==> src/rtl/tccs_pkg.sv <==
// Shared types and constants for the text console cursor and scroll block.
// Used by tccs_ctrl, tccs_data and text_console_cursor_scroll; depends on nothing.
package tccs_pkg;

  localparam int unsigned COL_FIELD_W = 7;
  localparam int unsigned ROW_FIELD_W = 5;
  localparam int unsigned IN_DATA_W   = 24;
  localparam int unsigned OUT_DATA_W  = 32;

  localparam logic [7:0] BLANK_CHAR   = 8'h20;
  localparam logic [7:0] RESET_ATTR   = 8'h0F;
  localparam logic [7:0] NEWLINE_CODE = 8'h0A;
  localparam logic [7:0] RETURN_CODE  = 8'h0D;

  typedef enum logic [1:0] {
    OP_PUT   = 2'd0,
    OP_CLEAR = 2'd1,
    OP_READ  = 2'd2
  } op_t;

  typedef struct packed {
    logic exec;
    logic fill;
    logic load;
  } cmd_t;

  typedef struct packed {
    logic need_fill;
    logic fill_done;
    logic out_busy;
  } status_t;

endpackage

==> src/rtl/tccs_ctrl.sv <==
// Controller state machine of the text console: sequences request execution,
// fill sweeps and result hand-off. Depends on tccs_pkg.
module tccs_ctrl (
  input  logic              clk,
  input  logic              rst,
  input  logic              in_valid,
  output logic              in_ready,
  input  tccs_pkg::status_t status,
  output tccs_pkg::cmd_t    cmd
);

  typedef enum logic [3:0] {
    S_INIT = 4'b0001,
    S_IDLE = 4'b0010,
    S_FILL = 4'b0100,
    S_DONE = 4'b1000
  } state_t;

  state_t state;
  state_t state_next;

  always_ff @(posedge clk) begin
    if (rst) begin
      state <= S_INIT;
    end else begin
      state <= state_next;
    end
  end

  always_comb begin
    state_next = state;
    cmd        = '0;
    in_ready   = 1'b0;
    case (state)
      S_INIT: begin
        cmd.fill = 1'b1;
        if (status.fill_done) begin
          state_next = S_IDLE;
        end
      end
      S_IDLE: begin
        in_ready = 1'b1;
        if (in_valid) begin
          cmd.exec   = 1'b1;
          state_next = status.need_fill ? S_FILL : S_DONE;
        end
      end
      S_FILL: begin
        cmd.fill = 1'b1;
        if (status.fill_done) begin
          state_next = S_DONE;
        end
      end
      S_DONE: begin
        if (!status.out_busy) begin
          cmd.load   = 1'b1;
          state_next = S_IDLE;
        end
      end
      default: begin
        state_next = S_INIT;
      end
    endcase
  end

endmodule

==> config.mk <==
export PLATFORM = sky130hd
export DESIGN_NAME = tccs_ctrl
export DESIGN_NICKNAME = d
export VERILOG_FILES = /design/src/rtl/tccs_pkg.sv /design/src/rtl/tccs_ctrl.sv
export SDC_FILE = /design/constraint.sdc
export NUM_CORES = 1
export LEC_CHECK = 0
export ABC_AREA = 1
export BUFFER_PORTS_ARGS = -buffer_cell sky130_fd_sc_hd__buf_2
export CAP_MARGIN = 15
export CORE_AREA = 10 10 47 49
export DETAILED_ROUTE_END_ITERATION = 8
export DIE_AREA = 0 0 57 59
export SETUP_SLACK_MARGIN = 0.2
export SLEW_MARGIN = 10
export SYNTH_ARGS = -nofsm -noshare
export SYNTH_HDL_FRONTEND = slang
export SYNTH_SLANG_ARGS = --single-unit
export TNS_END_PERCENT = 10
==> constraint.sdc <==
create_clock -name clk -period 1.71 [get_ports clk]
set_clock_uncertainty 0.15 [all_clocks]
set_input_delay 0.2565 -clock clk [delete_from_list [all_inputs] [get_ports clk]]
set_output_delay 0.2565 -clock clk [all_outputs]
set_load 0.02 [all_outputs]
; ---- After elaboration in Yosys (flattened, before gate mapping)
; Cells that the tools add are included.
[classes]
n_eq_ne = 8
n_mux = 12
n_reduce_logical = 2
[ops]
columns = cell, n
row1 = $mux W4, 5
row2 = $pmux W4 S4, 1
row3 = $ne A2 B2 Y1 const B, 4
row4 = $mux W1, 6
row5 = $eq A4 B1 Y1 const B, 1
row6 = $eq A4 B2 Y1 const B, 1
row7 = $eq A4 B3 Y1 const B, 1
row8 = $eq A4 B4 Y1 const B, 1
row9 = $reduce_and A4 Y1, 1
row10 = $reduce_or A2 Y1, 1
[totals]
reg_bits = 4
in_bits = 6
output_inout_bits = 4

; ---- Depth between registers and ports, before layout
[depth]
ltp_word = 3
ltp_mapped = 8

; ---- Worst setup path after synthesis
; Ideal clock, no wire load.
[synth_path]
path_kind = register to output
from = reg state[1]
to = out cmd[0] (netlist bit)
arrival_time_ps = 979
slack_ps = 325
path_stages_with_launch = 5
path_cell_list = dfxtp_1 > nor2_2 > and2_1 > inv_1 > nor2_1
[synth_rtl]
columns = element, line_no
row1 = "start, declared", tccs_ctrl.sv:19  ; state_t state;
row2 = "start signal, assigned", tccs_ctrl.sv:26  ; state <= state_next;
row3 = "end, declared", tccs_ctrl.sv:9  ; output tccs_pkg::cmd_t cmd

==> results.json <==
{
  "cts.path.max_buffers": 2,
  "die_area_sq_mm": 0.00336,
  "syn_inst": 48,
  "ant_nets": 0,
  "power.leakage_nw": 0.255,
  "clock_latency_ps": 230,
  "critPathArrivalTime_ps": 1130,
  "synth_top_area_share_pct": 26.1,
  "synth_area_leaders": "dfxtp_1 (26%), inv_1 (12%), nand3_1 (11%)",
  "grt_setup_unrepaired": "yes",
  "antenna_cells": 0,
  "avgRoutedWirePerCell_microns": 11.2,
  "yosys_warnings": 0,
  "core_region_area_sq_mm": 0.00140,
  "setup_viol": 0,
  "min_period_ps": 1540,
  "startpoint": "state[3]",
  "drive_above_1_share_pct": 62.1,
  "timing.rr.start": "state[3]",
  "hold_viol_final": 0,
  "cp_top_family": "flip-flops",
  "cpPeakStageDelay_ps": 370,
  "hold_path_class": "primary input to register",
  "worst_pin_slew_ps": 133,
  "grt_overflow_total": 0,
  "cts.sinks": 4,
  "rows": 14,
  "antenna_found_initial": 0,
  "pre_cts_slack_ps": 340,
  "cts_made_buffers": 3,
  "yosysTopAreaCell": "dfxtp_1",
  "cts_max_level": 1,
  "drt_first_iter_violations": 9,
  "initial_core_util_pct": 21.9,
  "fin_ws_ps": 169,
  "remaining_drc_errors": 0,
  "critPathMaxFanout": 3,
  "fmaxAchievable_mhz": 649,
  "slew-limit-headroom_pct": 91.1,
  "ios": 10,
  "drt_wl_total_microns": 918,
  "ys.flop_type": "dfxtp_1",
  "cp_slowest_cell": "dfxtp_4",
  "synthArstFlopShare_pct": 0,
  "syn_avg_cell_area_sq_um": 6.39,
  "synth-seq-cells": 4,
  "grt_usage_pct": 4.89,
  "synth_seq_area_share_pct": 26.1,
  "synth_nets": 54,
  "worstSetupPathType": "register to output pin",
  "grt_pass1_vias": 344,
  "die_w_microns": 57,
  "synthesis.area_sq_um": 307,
  "reg_top3": "state: 4 flops",
  "largest_reg_flops": 4,
  "dr_total_vias": 365,
  "hpwlAfterDp_microns": 588,
  "grt_pass1_wl_mm": 1.30,
  "worstHoldStart": "rst",
  "cts_tree": "done",
  "place_congestion": 0.765,
  "largest_register": "state",
  "status": "completed",
  "die_h_microns": 59,
  "required_ps": 1300,
  "drt-vias-per-instance": 4.45,
  "setup_tns_ps": 0,
  "crit_buf_inv": 3,
  "period_share_pct": 90.1,
  "cts.clk_slew.worst_paths_ps": 30,
  "nFillCells": 161,
  "grt_max_degree": 5,
  "peakVddDrop_uv": 464,
  "io_buffers": 9,
  "synthMostInstantiatedCell": "inv_1",
  "end_kind": "output pin",
  "layout.nets": 74,
  "start_kind": "register",
  "max_cap_violations": 0,
  "ys_types": 14,
  "path_cells": "inv_2 > nor2_4 > and2_4 > inv_2 > nor2_4 > buf_6",
  "drv_slew": 0,
  "synth-edff-count": 0,
  "area_growth_pct": 62.4,
  "powerDensity_mw_per_mm2": 1200,
  "drt_pass1_iterations": 4,
  "ys_top_cells_by_count": "inv_1 (10), nand3_1 (7), nor2_1 (6)",
  "cts.root.buffer_cell": "clkbuf_4"
}
==> metal layers <==
layer,track usage [%],up-vias,part of all wire (%)
met1,4.16,157,33
met3,3.00,4,14
li1,-,182,-
met4,4.70,0,3.3
met5,0,-,0
met2,7.75,22,49
==> cells in the final DEF, fill, tap and decap left out <==
cell | netlist | routed
nand3_1 | 7 | 7
inv_1 | 10 | 8
buf_4 | 0 | 8
nor2_1 | 6 | 4
o211ai_1 | 1 | 1
nand2_1 | 4 | 3
nor2_4 | 0 | 5
buf_2 | 0 | 6
a21oi_2 | 1 | 1
nor2_2 | 5 | 2
nand2_2 | 2 | 3
nand3_2 | 1 | 1
buf_6 | 0 | 1
inv_2 | 2 | 4
clkbuf_4 | 0 | 3
a21oi_1 | 2 | 2
nand2_4 | 2 | 2
dfxtp_4 | 0 | 3
and2_4 | 0 | 1
dfxtp_2 | 0 | 1
==> per-stage QoR <==
| stage | area [sq um] | utilization, % | hold WS (ps) | power (mW) | std cells |
|---|---|---|---|---|---|
| 4_1_cts | 459 | 32.8 | 49.9 | 0.559 | 81 |
| 2_1_floorplan | 307 | - | 169 | 0.342 | 48 |
| 6_report | 498 | 35.5 | 56.3 | 0.599 | 82 |
| 5_1_grt | 498 | 35.5 | 61.1 | 0.635 | 82 |
| 3_3_place_gp | 372 | 26.5 | 300 | 0.401 | 73 |
| 3_5_place_dp | 372 | 26.5 | 304 | 0.404 | 73 |
==> repair_timing <==
action	CTS	global route
gates resized for setup	12	10
pin swaps	2	4
buffers inserted	5	1
hold endpoints to repair	0	0
hold buffers	0	0
setup endpoints to repair	4	7
==> cell families (layout without fill, tap and decap cells) <==
| group | Yosys count | after routing | share of synthesized area, % |
|---|---|---|---|
| AND/OR/NAND/NOR | 28 | 28 | 50.6 |
| buffers and inverters | 12 | 30 | 14.7 |
| AO/OA/AOI/OAI | 4 | 4 | 8.57 |
| flip-flops | 4 | 4 | 26.1 |
==> worst paths after layout <==
kind / to / slack (ps) / depth (start not counted)
hold reg to reg: state[1] / 410 / 2
hold / removal: state[2] / 60 / 2
setup reg to reg: state[3] / 200 / 10
setup / recovery: cmd[0] / 170 / 6
==> final cells by class <==
| cell class | instances | area [sq um] | area share, % |
|---|---|---|---|
| timing repair buffer | 15 | 101 | 20.4 |
| sequential | 4 | 92.6 | 18.6 |
| multi-input combinational | 32 | 216 | 43.5 |
| inverter | 12 | 45.0 | 9.05 |
| clock buffer | 3 | 22.5 | 4.52 |
| tap | 16 | 20.0 | 4.02 |
==> where the power goes <==
part | internal, mW | switching (mW)
clock network | 0.0782 | 0.0340
logic | 0.135 | 0.191
registers | 0.123 | 0.0384
No activity file was read; power rests on OpenSTA's default activity.
